**src/design/rcbcd_pkg.sv**
```systemverilog
`timescale 1ns / 1ps

package rcbcd_pkg;

  localparam int LEVEL_W   = 16;
  localparam int INERTIA_W = 8;
  localparam int HOLD_W    = 24;
  localparam int CFG_IDX_W = 2;
  localparam int CFG_DATA_W = 24;

  localparam logic [CFG_IDX_W-1:0] REG_ACTIVE_LEVEL  = 2'd0;
  localparam logic [CFG_IDX_W-1:0] REG_INERTIA_LIMIT = 2'd1;
  localparam logic [CFG_IDX_W-1:0] REG_HOLD_TIME_US  = 2'd2;

  localparam logic signed [LEVEL_W-1:0] ACTIVE_LEVEL_RST = 16'sd16384;
  localparam logic [INERTIA_W-1:0]      INERTIA_LIMIT_RST = 8'd3;
  localparam logic [HOLD_W-1:0]         HOLD_TIME_US_RST  = 24'd500000;

  localparam int QUEUE_DEPTH = 2;
  localparam int QUEUE_PTR_W = 1;
  localparam int QUEUE_CNT_W = 2;

  localparam int RESULT_W  = 5;
  localparam int OUT_TDATA_W = 8;

  typedef struct packed {
    logic signed [LEVEL_W-1:0] active_level;
    logic [INERTIA_W-1:0]      inertia_limit;
    logic [HOLD_W-1:0]         hold_time_us;
  } cfg_t;

  typedef struct packed {
    logic long_press;
    logic double_click;
    logic single_click;
    logic lazy_state;
    logic raw_state;
  } result_t;

endpackage

```
**src/design/rcbcd_front.sv**
```systemverilog
`timescale 1ns / 1ps

module rcbcd_front #(
  parameter int SAMPLE_WIDTH = 16,
  parameter int TIME_WIDTH   = 32
) (
  input  logic                           clk,
  input  logic                           rst,
  input  rcbcd_pkg::cfg_t                cfg,
  input  logic                           in_valid,
  output logic                           in_ready,
  input  logic signed [SAMPLE_WIDTH-1:0] sample,
  input  logic [TIME_WIDTH-1:0]          now_us,
  output logic                           fwd_valid,
  input  logic                           fwd_ready,
  output logic [TIME_WIDTH:0]            fwd_data
);

  localparam int DIFF_W = ((SAMPLE_WIDTH > rcbcd_pkg::LEVEL_W) ?
                           SAMPLE_WIDTH : rcbcd_pkg::LEVEL_W) + 1;
  localparam int PROD_W = DIFF_W + 3;

  logic signed [DIFF_W-1:0] sample_ext;
  logic signed [DIFF_W-1:0] level_ext;
  logic signed [DIFF_W-1:0] diff;
  logic [DIFF_W-1:0]        diff_mag;
  logic [DIFF_W-1:0]        level_mag;
  logic [PROD_W-1:0]        diff_x5;
  logic                     active;

  logic                     stage_valid;
  logic                     stage_active;
  logic [TIME_WIDTH-1:0]    stage_now;

  // Active when five times the distance to the level is within the level's size.
  always_comb begin
    sample_ext = DIFF_W'(sample);
    level_ext  = DIFF_W'(cfg.active_level);
    diff       = sample_ext - level_ext;
    diff_mag   = diff[DIFF_W-1] ? DIFF_W'(-diff) : DIFF_W'(diff);
    level_mag  = level_ext[DIFF_W-1] ? DIFF_W'(-level_ext) : DIFF_W'(level_ext);
    diff_x5    = {diff_mag, 2'b00} + PROD_W'(diff_mag);
    active     = diff_x5 <= PROD_W'(level_mag);
  end

  assign in_ready  = !stage_valid || fwd_ready;
  assign fwd_valid = stage_valid;
  assign fwd_data  = {stage_now, stage_active};

  always_ff @(posedge clk) begin
    if (rst) begin
      stage_valid <= 1'b0;
    end else if (in_ready) begin
      stage_valid <= in_valid;
    end
    if (in_valid && in_ready) begin
      stage_active <= active;
      stage_now    <= now_us;
    end
  end

endmodule

```
**src/design/rcbcd_queue.sv**
```systemverilog
`timescale 1ns / 1ps

module rcbcd_queue #(
  parameter int WIDTH = 33
) (
  input  logic             clk,
  input  logic             rst,
  input  logic             in_valid,
  output logic             in_ready,
  input  logic [WIDTH-1:0] in_data,
  output logic             out_valid,
  input  logic             out_ready,
  output logic [WIDTH-1:0] out_data
);

  logic [WIDTH-1:0]                    entries [rcbcd_pkg::QUEUE_DEPTH];
  logic [rcbcd_pkg::QUEUE_PTR_W-1:0]   wr_ptr;
  logic [rcbcd_pkg::QUEUE_PTR_W-1:0]   rd_ptr;
  logic [rcbcd_pkg::QUEUE_CNT_W-1:0]   count;
  logic                                push;
  logic                                pop;

  assign in_ready  = count < rcbcd_pkg::QUEUE_CNT_W'(rcbcd_pkg::QUEUE_DEPTH);
  assign out_valid = count != '0;
  assign out_data  = entries[rd_ptr];
  assign push      = in_valid && in_ready;
  assign pop       = out_valid && out_ready;

  always_ff @(posedge clk) begin
    if (rst) begin
      wr_ptr <= '0;
      rd_ptr <= '0;
      count  <= '0;
    end else begin
      if (push) begin
        wr_ptr <= wr_ptr + 1'b1;
      end
      if (pop) begin
        rd_ptr <= rd_ptr + 1'b1;
      end
      if (push && !pop) begin
        count <= count + 1'b1;
      end else if (pop && !push) begin
        count <= count - 1'b1;
      end
    end
    if (push) begin
      entries[wr_ptr] <= in_data;
    end
  end

endmodule

```
**src/design/rcbcd_back.sv**
```systemverilog
`timescale 1ns / 1ps

module rcbcd_back #(
  parameter int TIME_WIDTH = 32
) (
  input  logic                clk,
  input  logic                rst,
  input  rcbcd_pkg::cfg_t     cfg,
  input  logic                in_valid,
  output logic                in_ready,
  input  logic [TIME_WIDTH:0] in_data,
  output logic                out_valid,
  input  logic                out_ready,
  output rcbcd_pkg::result_t  result
);

  localparam int CMP_W = (TIME_WIDTH > rcbcd_pkg::HOLD_W) ? TIME_WIDTH : rcbcd_pkg::HOLD_W;

  logic                            active;
  logic [TIME_WIDTH-1:0]           now;
  logic [TIME_WIDTH-1:0]           elapsed;
  logic                            quiet;
  logic                            fire;

  logic [rcbcd_pkg::INERTIA_W-1:0] inertia_count;
  logic                            debounced;
  logic                            previous_debounced;
  logic                            lazy;
  logic                            click_armed;
  logic                            click_pending;
  logic [TIME_WIDTH-1:0]           last_edge_time;

  logic [rcbcd_pkg::INERTIA_W-1:0] inertia_count_next;
  logic                            debounced_next;
  logic                            lazy_next;
  logic                            click_armed_next;
  logic                            click_pending_next;
  logic [TIME_WIDTH-1:0]           last_edge_time_next;
  logic                            single_next;
  logic                            double_next;
  logic                            long_next;

  assign active   = in_data[0];
  assign now      = in_data[TIME_WIDTH:1];
  assign elapsed  = now - last_edge_time;
  assign quiet    = CMP_W'(elapsed) > CMP_W'(cfg.hold_time_us);
  assign in_ready = !out_valid || out_ready;
  assign fire     = in_valid && in_ready;

  always_comb begin
    inertia_count_next  = inertia_count;
    debounced_next      = debounced;
    lazy_next           = lazy;
    click_armed_next    = click_armed;
    click_pending_next  = click_pending;
    last_edge_time_next = last_edge_time;
    single_next         = 1'b0;
    double_next         = 1'b0;
    long_next           = 1'b0;

    if (!active) begin
      inertia_count_next = '0;
      debounced_next     = 1'b0;
    end else if (inertia_count < cfg.inertia_limit) begin
      inertia_count_next = inertia_count + 1'b1;
    end else begin
      debounced_next = 1'b1;
    end

    if (debounced_next != previous_debounced) begin
      last_edge_time_next = now;
      if (debounced_next) begin
        click_armed_next = 1'b1;
      end else begin
        lazy_next = 1'b0;
        if (click_armed) begin
          double_next        = click_pending;
          click_pending_next = !click_pending;
          click_armed_next   = 1'b0;
        end
      end
    end else if (quiet) begin
      long_next          = debounced_next && !lazy;
      lazy_next          = debounced_next;
      single_next        = !debounced_next && click_pending;
      click_pending_next = 1'b0;
      click_armed_next   = 1'b0;
    end
  end

  always_ff @(posedge clk) begin
    if (rst) begin
      out_valid          <= 1'b0;
      inertia_count      <= '0;
      debounced          <= 1'b0;
      previous_debounced <= 1'b0;
      lazy               <= 1'b0;
      click_armed        <= 1'b0;
      click_pending      <= 1'b0;
      last_edge_time     <= '0;
    end else begin
      if (in_ready) begin
        out_valid <= in_valid;
      end
      if (fire) begin
        inertia_count      <= inertia_count_next;
        debounced          <= debounced_next;
        previous_debounced <= debounced_next;
        lazy               <= lazy_next;
        click_armed        <= click_armed_next;
        click_pending      <= click_pending_next;
        last_edge_time     <= last_edge_time_next;
      end
    end
    if (fire) begin
      result.raw_state    <= debounced_next;
      result.lazy_state   <= lazy_next;
      result.single_click <= single_next;
      result.double_click <= double_next;
      result.long_press   <= long_next;
    end
  end

endmodule

```
**src/design/rc_button_click_detector.sv**
```systemverilog
`timescale 1ns / 1ps

// Channel   Direction  Beat contents
// s_axis    in         tdata: sample, now_us, zero padding to whole bytes
// m_axis    out        tdata: raw_state, lazy_state, single_click, double_click,
//                      long_press, zero padding
// cfg       in         cfg_wr_en, cfg_addr, cfg_wr_data; one write per enabled cycle
//
// One beat in and one beat out per clock at full rate, while the output is not stalled;
// a beat passes the classify stage, the two-entry queue and the result register.
// The per-sample state update in the back end is combinational and is registered on each accepted beat.
// Reset restores the register defaults and clears all detector state.
// The front end and back end stall separately; the two-entry queue absorbs the skew between them.

module rc_button_click_detector #(
  parameter int SAMPLE_WIDTH = 16,
  parameter int TIME_WIDTH   = 32
) (
  input  logic                                 clk,
  input  logic                                 rst,
  input  logic                                 s_tvalid,
  output logic                                 s_tready,
  // Fields from bit 0: sample, now_us, zero padding.
  input  logic [((SAMPLE_WIDTH+TIME_WIDTH+7)/8)*8-1:0] s_tdata,
  output logic                                 m_tvalid,
  input  logic                                 m_tready,
  // Fields from bit 0: raw_state, lazy_state, single_click, double_click, long_press.
  output logic [rcbcd_pkg::OUT_TDATA_W-1:0]    m_tdata,
  input  logic                                 cfg_wr_en,
  input  logic [rcbcd_pkg::CFG_IDX_W-1:0]      cfg_addr,
  input  logic [rcbcd_pkg::CFG_DATA_W-1:0]     cfg_wr_data
);

  rcbcd_pkg::cfg_t    cfg;
  rcbcd_pkg::result_t result;

  logic                fwd_valid;
  logic                fwd_ready;
  logic [TIME_WIDTH:0] fwd_data;
  logic                q_valid;
  logic                q_ready;
  logic [TIME_WIDTH:0] q_data;

  always_ff @(posedge clk) begin
    if (rst) begin
      cfg.active_level  <= rcbcd_pkg::ACTIVE_LEVEL_RST;
      cfg.inertia_limit <= rcbcd_pkg::INERTIA_LIMIT_RST;
      cfg.hold_time_us  <= rcbcd_pkg::HOLD_TIME_US_RST;
    end else if (cfg_wr_en) begin
      unique case (cfg_addr)
        rcbcd_pkg::REG_ACTIVE_LEVEL: begin
          cfg.active_level <= cfg_wr_data[rcbcd_pkg::LEVEL_W-1:0];
        end
        rcbcd_pkg::REG_INERTIA_LIMIT: begin
          cfg.inertia_limit <= cfg_wr_data[rcbcd_pkg::INERTIA_W-1:0];
        end
        rcbcd_pkg::REG_HOLD_TIME_US: begin
          cfg.hold_time_us <= cfg_wr_data[rcbcd_pkg::HOLD_W-1:0];
        end
        default: begin
        end
      endcase
    end
  end

  rcbcd_front #(
    .SAMPLE_WIDTH(SAMPLE_WIDTH),
    .TIME_WIDTH  (TIME_WIDTH)
  ) u_front (
    .clk      (clk),
    .rst      (rst),
    .cfg      (cfg),
    .in_valid (s_tvalid),
    .in_ready (s_tready),
    .sample   (s_tdata[SAMPLE_WIDTH-1:0]),
    .now_us   (s_tdata[SAMPLE_WIDTH +: TIME_WIDTH]),
    .fwd_valid(fwd_valid),
    .fwd_ready(fwd_ready),
    .fwd_data (fwd_data)
  );

  rcbcd_queue #(
    .WIDTH(TIME_WIDTH + 1)
  ) u_queue (
    .clk      (clk),
    .rst      (rst),
    .in_valid (fwd_valid),
    .in_ready (fwd_ready),
    .in_data  (fwd_data),
    .out_valid(q_valid),
    .out_ready(q_ready),
    .out_data (q_data)
  );

  rcbcd_back #(
    .TIME_WIDTH(TIME_WIDTH)
  ) u_back (
    .clk      (clk),
    .rst      (rst),
    .cfg      (cfg),
    .in_valid (q_valid),
    .in_ready (q_ready),
    .in_data  (q_data),
    .out_valid(m_tvalid),
    .out_ready(m_tready),
    .result   (result)
  );

  assign m_tdata = {(rcbcd_pkg::OUT_TDATA_W - rcbcd_pkg::RESULT_W)'(0), result};

  a_single_double_exclusive: assert property (@(posedge clk) disable iff (rst)
    m_tvalid |-> !(result.single_click && result.double_click))
    else $error("single and double click reported on the same beat");

  a_long_press_held: assert property (@(posedge clk) disable iff (rst)
    (m_tvalid && result.long_press) |-> (result.lazy_state && result.raw_state))
    else $error("long press without a held, confirmed state");

  a_double_on_release: assert property (@(posedge clk) disable iff (rst)
    (m_tvalid && result.double_click) |-> (!result.raw_state && !result.lazy_state))
    else $error("double click reported while the button is pressed");

  a_single_released: assert property (@(posedge clk) disable iff (rst)
    (m_tvalid && result.single_click) |-> !result.raw_state)
    else $error("single click reported while the button is pressed");

endmodule

```
**config.mk**
```make
export PLATFORM = sky130hd
export DESIGN_NAME = rc_button_click_detector
export DESIGN_NICKNAME = d
export VERILOG_FILES = /design/src/design/rcbcd_pkg.sv /design/src/design/rcbcd_front.sv /design/src/design/rcbcd_queue.sv /design/src/design/rcbcd_back.sv /design/src/design/rc_button_click_detector.sv
export SDC_FILE = /design/constraint.sdc
export NUM_CORES = 1
export LEC_CHECK = 0
export ABC_AREA = 1
export BUFFER_PORTS_ARGS = -buffer_cell sky130_fd_sc_hd__buf_2
export CAP_MARGIN = 20
export CORE_ASPECT_RATIO = 0.9
export CORE_MARGIN = 4
export CORE_UTILIZATION = 25
export CTS_BUF_LIST = sky130_fd_sc_hd__clkbuf_4 sky130_fd_sc_hd__clkbuf_8
export CTS_CLUSTER_DIAMETER = 100
export CTS_CLUSTER_SIZE = 20
export DETAILED_ROUTE_END_ITERATION = 7
export HOLD_SLACK_MARGIN = 0.06
export SLEW_MARGIN = 20
export SYNTH_ARGS = -nofsm -noshare
export SYNTH_HDL_FRONTEND = slang
export SYNTH_SLANG_ARGS = --single-unit
```
**constraint.sdc**
```tcl
create_clock -name clk -period 8.6 [get_ports clk]
set_input_delay 0.86 -clock clk [delete_from_list [all_inputs] [get_ports clk]]
set_output_delay 0.86 -clock clk [all_outputs]
set_load 0.02 [all_outputs]
```
==> results.txt, run 1 <==
----------------------------------------------------
[Layout]
  Area of all placed cells without fillers ... 14300 µm²
  Fraction of the core area covered by cells at the end of the flow ... 0.283
  Area growth from synthesis to layout ... 11.7%
  Proportion of layout cells with a drive suffix above 1 ... 0.114
  Post-layout instance count excluding filler cells ... 2344
  Net total in the final layout ... 1853

[Synth]
  Synthesized area divided by synthesized cell count ... 8.09 µm²
  Synth top area share ... 0.245
  Cell type with the largest total area after synthesis ... sky130_fd_sc_hd__edfxtp_1
  Area contributors post-synth ... sky130_fd_sc_hd__edfxtp_1, sky130_fd_sc_hd__dfxtp_1, sky130_fd_sc_hd__ha_1
  Total of warnings raised by yosys ... 0
  Register area share after synthesis ... 0.400
  Number of enable flip-flop cells after synthesis ... 104
  #FFs+latches synth ... 203
  Fraction of registers with async set or reset after synthesis ... 0
  Top cell types by occurrence after synthesis ... sky130_fd_sc_hd__nand2_1, sky130_fd_sc_hd__inv_1, sky130_fd_sc_hd__a21oi_1
  Most common cell in the netlist ... sky130_fd_sc_hd__nand2_1
  Main flop type after synthesis ... sky130_fd_sc_hd__edfxtp_1
  Synth cell types ... 56
  Synthesized instance count ... 1579
  Synthesized area ... 12800 µm²

[Min path]
  Type of the tightest min-delay check ... register to register
  Hold path endpoint ... u_queue.entries[0][15]
  Number of stages on the worst hold path ... 0
  Hold wc startpoint ... u_front.stage_now[14]

[CTS]
  Cts repair resizes ... 0
  TritonCTS Buffers ... 14
  Hold-fix buffer count after cts ... 0
  Clock latency of the later-clocked register in the worst-skew pair ... 0.52 ns
  TritonCTS clock tree ... done
  Number of buffers on the longest clock path ... 3
  Clock Pin Slew Worst Setup and Hold Paths ... 0.14 ns
  H-Tree Level Count ... 1
  Root buffer cell ... sky130_fd_sc_hd__clkbuf_8
  Total setup buffers inserted after CTS ... 0
  Sinks on Clock Net ... 203

[STA]
  Total negative slack for setup checks ... 0 ns
  Number of hold violations in the final report ... 0
  Final clock period utilization by the worst path ... 0.682
  Number of pins with negative max-slew slack in the final report ... 0
  Worst slew pin tran ... 0.720 ns
  RSZ-0062 raised after global routing ... false
  Max-slew headroom ... 0.519
  Setup-violating endpoint count in the final report ... 0
  Max Fclk ... 0.171 GHz
  Clock Skew ... 0.0400 ns
  Time the final worst path needs with I/O delays and setup ... 5.86 ns

[Floorplan]
  Area of the die ... 54800 µm²
  Initial standard-cell utilization of the core ... 0.253
  Die height ... 222 µm
  Placeable Area ... 50500 µm²
  Std cell rows ... 78
  Count of pins on the block boundary ... 89
  Die span in x ... 246 µm

[GRT]
  Vias in the first global route ... 9975
  Maximum number of pins on one net before global-route repair ... 59
  Initial antenna violation count ... 4
  Grt peak-use layer ... met2
  Global routing usage on met2 ... 0.182
  Total global-route track usage ... 0.113
  GR Layer Usage met3 ... 0.0198
  Met1 capacity usage during global routing ... 0.159
  Residual overflow from global routing ... 0
  Global-route wire length before repair ... 50.9 mm

[Route]
  TritonRoute pass-1 iters ... 5
  Residual DRC count ... 0
  Antenna viol nets, final ... 0
  Post-detailed-route wirelength per cell ... 13.6 µm
  Via count ... 10400
  Via/cell ratio ... 4.43
  First DRT Iteration DRCs ... 636
  Total Wirelength ... 31.8 mm

[Place]
  HPWL reported at the end of detailed placement ... 25.8 mm
  IO Port Bufs ... 85
  Final weighted congestion in routability-driven placement ... 0.903
  Area of placed instances ... 14000 µm²
  Total instance count after detailed placement ... 2320

[Power and ir drop]
  Peak supply drop ... 109 µV
  Leakage power summed over all cells ... 0.00618 µW
  Areal power density over the cells ... 269 nW/µm²
  Overall Power ... 3830 µW

[Worst setup path]
  Worst Setup Path Type ... register to register
  Largest stage delay on the critical path ... 0.51 ns
  Data arrival, critical path ... 6.16 ns
  Sort of element at the start of the critical path ... register
  Cell with the largest stage delay on the worst path ... sky130_fd_sc_hd__dfxtp_1
  Library cell appearing most often on the critical path ... sky130_fd_sc_hd__nand2_1
  Max FO, Critical Path ... 11
  Critical R2R Launch ... cfg[47]
  Register-to-register setup slack ... 2.74 ns
  Worst EP required ... 8.90 ns
  Kind of capture point of the worst setup path ... register
  Number of cells on the worst reg-to-reg path ... 31
  Reg2reg end ... u_front.stage_active

[Job]
  Count of max-cap constraint violations ... 0

[Run status]
  Status ... finished, final reports clean

----------------------------------------------------
-- cells by family after synthesis --
family	share of synthesized area
simple gates	0.186
compound gates	0.130
buf+inv	0.0835
flops	0.400
fa+ha+maj	0.117
xor+xnor	0.0552
mux	0.0281
other cells	0.000588
-- state kept, by name (all words and copies together), names as in the netlist, named ones only --
register	count
u_front.stage_now	32
u_back.out_valid	1
u_queue.count	2
u_back.inertia_count	8
u_back.result	5
u_back.debounced	1
u_queue.entries	66
u_back.click_pending	1
u_front.fwd_valid	1
u_back.lazy	1
u_queue.wr_ptr	1
u_queue.rd_ptr	1
u_back.last_edge_time	32
u_back.click_armed	1
u_front.stage_active	1
cfg	48
-- routing by layer --
metal	up-vias	wire, µm
met2	230	13800
met5	-	13
met3	39	1920
met1	4760	15500
li1	5357	-
met4	2	623
-- power by group --
group	switching (µW)	leakage, µW	total, µW	internal, µW
clock	309	0.000147	502	193
combinational	1350	0.00425	2170	818
sequential	36.7	0.00178	1160	1130
total	1690	0.00618	3830	2140
-- final cells by class --
cell class	count	area, µm²
clock inverter	2	22.5
tap	680	851
timing repair buffer	93	485
clock buffer	21	251
sequential	203	5100
fill	5437	36200
multi-input combinational	1099	6620
inverter	245	926
antenna	1	2.50
-- per-stage QoR --
stage	hold slack, ns	setup slack, ns
2_1_floorplan	0.421	3.22
3_3_place_gp	0.428	2.59
3_5_place_dp	0.434	2.35
4_1_cts	0.461	2.80
5_1_grt	0.470	2.27
6_report	0.458	2.74
-- worst max-delay path, delay by kind of cell (launching register included) --
| family | cells | cell delay [ns] |
|---|---|---|
| DFF | 1 | 0.51 |
| xor gates and xnor gates | 2 | 0.31 |
| and+or+nand+nor | 12 | 1.52 |
| adders and majority gates | 3 | 1.09 |
| buffers and inverters | 5 | 0.61 |
| AOI/OAI and AO/OA | 9 | 1.60 |
-- worst max path at each step --
stage,from,to,cells after the start
3_5_place_dp,s_tdata[0],u_front.stage_active,36
6_report,cfg[47],u_front.stage_active,31
4_1_cts,cfg[47],u_front.stage_active,31
5_1_grt,cfg[47],u_front.stage_active,29
2_1_floorplan,s_tdata[0],u_front.stage_active,35
3_3_place_gp,s_tdata[0],u_front.stage_active,36
-- layout by cell type, fill, tap and decap left out, types with 4 or more instances in the layout --
cell / count
sky130_fd_sc_hd__clkbuf_4: 6
sky130_fd_sc_hd__dfxtp_1: 99
sky130_fd_sc_hd__nor2_1: 116
sky130_fd_sc_hd__o21bai_1: 4
sky130_fd_sc_hd__mux2_2: 31
sky130_fd_sc_hd__and2_1: 4
sky130_fd_sc_hd__inv_2: 4
sky130_fd_sc_hd__buf_2: 85
sky130_fd_sc_hd__a31oi_1: 6
sky130_fd_sc_hd__nand2_1: 320
sky130_fd_sc_hd__edfxtp_1: 104
sky130_fd_sc_hd__buf_4: 8
sky130_fd_sc_hd__a21oi_1: 163
sky130_fd_sc_hd__xor2_1: 55
sky130_fd_sc_hd__nand2_2: 8
sky130_fd_sc_hd__o211ai_1: 9
sky130_fd_sc_hd__o21ai_0: 101
sky130_fd_sc_hd__nand3b_1: 4
sky130_fd_sc_hd__xnor2_1: 13
sky130_fd_sc_hd__ha_1: 115
sky130_fd_sc_hd__nor2_2: 8
sky130_fd_sc_hd__clkbuf_8: 15
sky130_fd_sc_hd__nor3_1: 18
sky130_fd_sc_hd__inv_1: 238
sky130_fd_sc_hd__nand4_1: 18
sky130_fd_sc_hd__nand3_1: 55
sky130_fd_sc_hd__conb_1: 4
No activity file was read; power rests on OpenSTA's default activity.
==> run 2, diff against run 1 <==
Settings changed: ABC_AREA 1 to 0.
Clock period 8.6 ns to 4.8 ns, I/O delays scaled along.
==> results.txt, run 2 <==
----------------------------------------------------
[Synth]
  Synthesized area ... 12600 µm² (was 12800 µm²)
  Synthesized area divided by synthesized cell count ... 9.19 µm² (was 8.09 µm²)
  Top cell types by occurrence after synthesis ... sky130_fd_sc_hd__nand2_1, sky130_fd_sc_hd__a21oi_1, sky130_fd_sc_hd__ha_1 (was sky130_fd_sc_hd__nand2_1, sky130_fd_sc_hd__inv_1, sky130_fd_sc_hd__a21oi_1)
  Synth cell types ... 69 (was 56)
  Cell type with the largest total area after synthesis ... sky130_fd_sc_hd__edfxtp_1 (unchanged)
  Number of enable flip-flop cells after synthesis ... 104 (unchanged)
  #FFs+latches synth ... 203 (unchanged)
  Synth top area share ... 0.249 (was 0.245)
  Area contributors post-synth ... sky130_fd_sc_hd__edfxtp_1, sky130_fd_sc_hd__dfxtp_1, sky130_fd_sc_hd__ha_1 (unchanged)
  Total of warnings raised by yosys ... 0 (unchanged)
  Main flop type after synthesis ... sky130_fd_sc_hd__edfxtp_1 (unchanged)
  Register area share after synthesis ... 0.407 (was 0.400)
  Fraction of registers with async set or reset after synthesis ... 0 (unchanged)
  Synthesized instance count ... 1366 (was 1579)
  Most common cell in the netlist ... sky130_fd_sc_hd__nand2_1 (unchanged)

[Layout]
  Proportion of layout cells with a drive suffix above 1 ... 0.281 (was 0.114)
  Net total in the final layout ... 1849 (was 1853)
  Leading registers by flop count ... u_queue.entries: 66 flops, cfg: 48 flops (unchanged)
  Area growth from synthesis to layout ... 29.4% (was 11.7%)
  Largest register by flop count ... u_queue.entries (unchanged)
  Commonest cells after routing, fill and taps aside ... sky130_fd_sc_hd__buf_4, sky130_fd_sc_hd__nand2_1, sky130_fd_sc_hd__a21oi_1 (was sky130_fd_sc_hd__nand2_1, sky130_fd_sc_hd__inv_1, sky130_fd_sc_hd__a21oi_1)
  Area of all placed cells without fillers ... 16200 µm² (was 14300 µm²)
  Commonest non-fill, non-tap cell in the layout ... sky130_fd_sc_hd__buf_4 (was sky130_fd_sc_hd__nand2_1)
  Max reg flops ... 66 (unchanged)

[Min path]
  Hold wc startpoint ... s_tdata[37] (was u_front.stage_now[14])
  Number of stages on the worst hold path ... 1 (was 0)
  Type of the tightest min-delay check ... input port to register (was register to register)
  Hold path endpoint ... u_front.stage_now[21] (was u_queue.entries[0][15])

[STA]
  Time the final worst path needs with I/O delays and setup ... 6.02 ns (was 5.86 ns)
  Number of hold violations in the final report ... 0 (unchanged)
  Worst slew pin tran ... 1.02 ns (was 0.720 ns)
  Clock Skew ... 0.0396 ns (was 0.0400 ns)
  Max Fclk ... 0.166 GHz (was 0.171 GHz)
  Max-slew headroom ... 0.320 (was 0.519)
  RSZ-0062 raised after global routing ... true (was false)
  Final WS setup ... -1.22 ns (was 2.74 ns)
  Final clock period utilization by the worst path ... 1.25 (was 0.682)
  Number of pins with negative max-slew slack in the final report ... 0 (unchanged)
  Setup-violating endpoint count in the final report ... 7 (was 0)

[Floorplan]
  Std cell rows ... 77 (was 78)
  Die span in x ... 244 µm (was 246 µm)
  Placeable Area ... 49400 µm² (was 50500 µm²)
  Area of the die ... 53900 µm² (was 54800 µm²)
  Initial standard-cell utilization of the core ... 0.254 (was 0.253)
  Count of pins on the block boundary ... 89 (unchanged)
  Die height ... 221 µm (was 222 µm)

[Worst setup path]
  Critical R2R Launch ... cfg[32] (was cfg[47])
  Worst Setup Path Type ... register to register (unchanged)
  Worst EP required ... 5.19 ns (was 8.90 ns)
  Data arrival, critical path ... 6.41 ns (was 6.16 ns)
  Reg2reg end ... u_front.stage_active (unchanged)
  Sort of element at the start of the critical path ... register (unchanged)
  Cell with the largest stage delay on the worst path ... sky130_fd_sc_hd__o41ai_2 (was sky130_fd_sc_hd__dfxtp_1)
  Number of cells on the worst reg-to-reg path ... 30 (was 31)
  Max FO, Critical Path ... 3 (was 11)
  Kind of capture point of the worst setup path ... register (unchanged)
  Largest stage delay on the critical path ... 0.41 ns (was 0.51 ns)
  Register-to-register setup slack ... -1.22 ns (was 2.74 ns)

[GRT]
  Met1 capacity usage during global routing ... 0.153 (was 0.159)
  Maximum number of pins on one net before global-route repair ... 45 (was 59)
  GR Layer Usage met3 ... 0.0149 (was 0.0198)
  Residual overflow from global routing ... 0 (unchanged)
  Initial antenna violation count ... 5 (was 4)
  Global-route wire length before repair ... 52.0 mm (was 50.9 mm)
  Grt peak-use layer ... met2 (unchanged)
  Total global-route track usage ... 0.116 (was 0.113)
  Vias in the first global route ... 10400 (was 9975)
  Global routing usage on met2 ... 0.203 (was 0.182)

[CTS]
  Root buffer cell ... sky130_fd_sc_hd__clkbuf_8 (unchanged)
  TritonCTS clock tree ... done (unchanged)
  TritonCTS Buffers ... 14 (unchanged)
  Hold-fix buffer count after cts ... 0 (unchanged)
  Number of buffers on the longest clock path ... 3 (unchanged)
  Clock Pin Slew Worst Setup and Hold Paths ... 0.13 ns (was 0.14 ns)
  Sinks on Clock Net ... 203 (unchanged)
  Clock latency of the later-clocked register in the worst-skew pair ... 0.52 ns (about the same)
  H-Tree Level Count ... 1 (unchanged)

[Route]
  TritonRoute pass-1 iters ... 4 (was 5)
  Antenna viol nets, final ... 0 (unchanged)
  First DRT Iteration DRCs ... 632 (was 636)
  Via/cell ratio ... 4.62 (was 4.43)
  Via count ... 10800 (was 10400)
  Total Wirelength ... 32.7 mm (was 31.8 mm)
  Residual DRC count ... 0 (unchanged)
  Post-detailed-route wirelength per cell ... 14.0 µm (was 13.6 µm)

[Power and ir drop]
  Switching part of the total power ... 0.373 (was 0.442)
  Leakage power summed over all cells ... 0.00640 µW (was 0.00618 µW)
  Proportion of power drawn by flip-flops and latches ... 0.315 (was 0.304)
  Overall Power ... 6510 µW (was 3830 µW)
  Cell-internal power ... 4080 µW (was 2140 µW)
  Areal power density over the cells ... 401 nW/µm² (was 269 nW/µm²)
  Net switching power figure ... 2430 µW (was 1690 µW)
  Peak supply drop ... 168 µV (was 109 µV)
  Part of the power in the clock network ... 0.140 (was 0.131)
  Proportion of power drawn by combinational gates ... 0.545 (was 0.565)

[Place]
  Final weighted congestion in routability-driven placement ... 0.829 (was 0.903)
  HPWL reported at the end of detailed placement ... 25.4 mm (was 25.8 mm)
  Pre-CTS setup slack ... -1.72 ns (was 2.35 ns)
  Area of placed instances ... 15400 µm² (was 14000 µm²)
  IO Port Bufs ... 85 (unchanged)

[Run status]
  Status ... finished, violations left (was finished, final reports clean)
  Violated checks ... setup timing

[Job]
  Count of max-cap constraint violations ... 0 (unchanged)

----------------------------------------------------
run 2: how the worst max path moves through the flow:
| stage | startpoint | cells past startpoint | to |
|---|---|---|---|
| floorplan | s_tdata[0] | 30 | u_front.stage_active |
| global placement | s_tdata[0] | 32 | u_front.stage_active |
| detailed placement | s_tdata[0] | 32 | u_front.stage_active |
| CTS | cfg[32] | 30 | u_front.stage_active |
| global route | cfg[32] | 30 | u_front.stage_active |
| finish | cfg[32] | 30 | u_front.stage_active |
run 2: cell families after synthesis:
logic type | Yosys count | synth area share
AOI/OAI and AO/OA | 364 | 0.182
buffers and inverters | 157 | 0.0478
adders and majority gates | 118 | 0.119
other | 2 | 0.000598
DFF | 203 | 0.407
and+or+nand+nor | 404 | 0.153
xor gates and xnor gates | 66 | 0.0460
muxes | 52 | 0.0445
run 2: timing repair:
item / CTS / global route
setup endpoints to repair: 7 / 7
resized for setup: 46 / 37
pin swaps: 37 / 22
buffers inserted: 4 / 10
run 2: cell type report:
| class | count | area, µm² |
|---|---|---|
| inverter | 105 | 407 |
| timing repair buffer | 320 | 2240 |
| tap | 671 | 840 |
| clock inverter | 2 | 23.8 |
| antenna | 1 | 2.50 |
| multi-input combinational | 1008 | 7350 |
| fill | 5068 | 33200 |
| clock buffer | 22 | 259 |
| sequential | 203 | 5120 |
run 2: layer usage:
layer,part of all wire,routed length (µm)
met1,0.47,15300
met2,0.47,15500
met3,0.035,1130
met4,0.023,749
met5,0.0015,48
run 2: metrics by stage:
step	setup TNS, ns	utilization	hold WS, ns	std cells
2_1_floorplan	-1.16	-	0.421	1368
3_3_place_gp	-5.46	0.312	0.425	2292
3_5_place_dp	-5.80	0.312	0.433	2292
4_1_cts	-3.37	0.322	0.0894	2320
5_1_grt	-3.74	0.329	0.0936	2331
6_report	-2.21	0.329	0.130	2332
run 2: critical path: cells and delay by family (launching register included):
kind / cells / cell delay [ns]
xor+xnor: 2 / 0.17
compound gates: 13 / 3.04
fa+ha+maj: 5 / 1.20
simple gates: 10 / 1.09
flops: 1 / 0.40
run 2: power by group through the flow:
stage / clock network (µW) / logic (µW) / registers (µW)
global placement: 0 / 3230 / 2080
finish: 913 / 3550 / 2050
floorplan: 0 / 2130 / 2090
detailed placement: 0 / 3300 / 2090
CTS: 956 / 3410 / 2050
global route: 1020 / 3950 / 2060
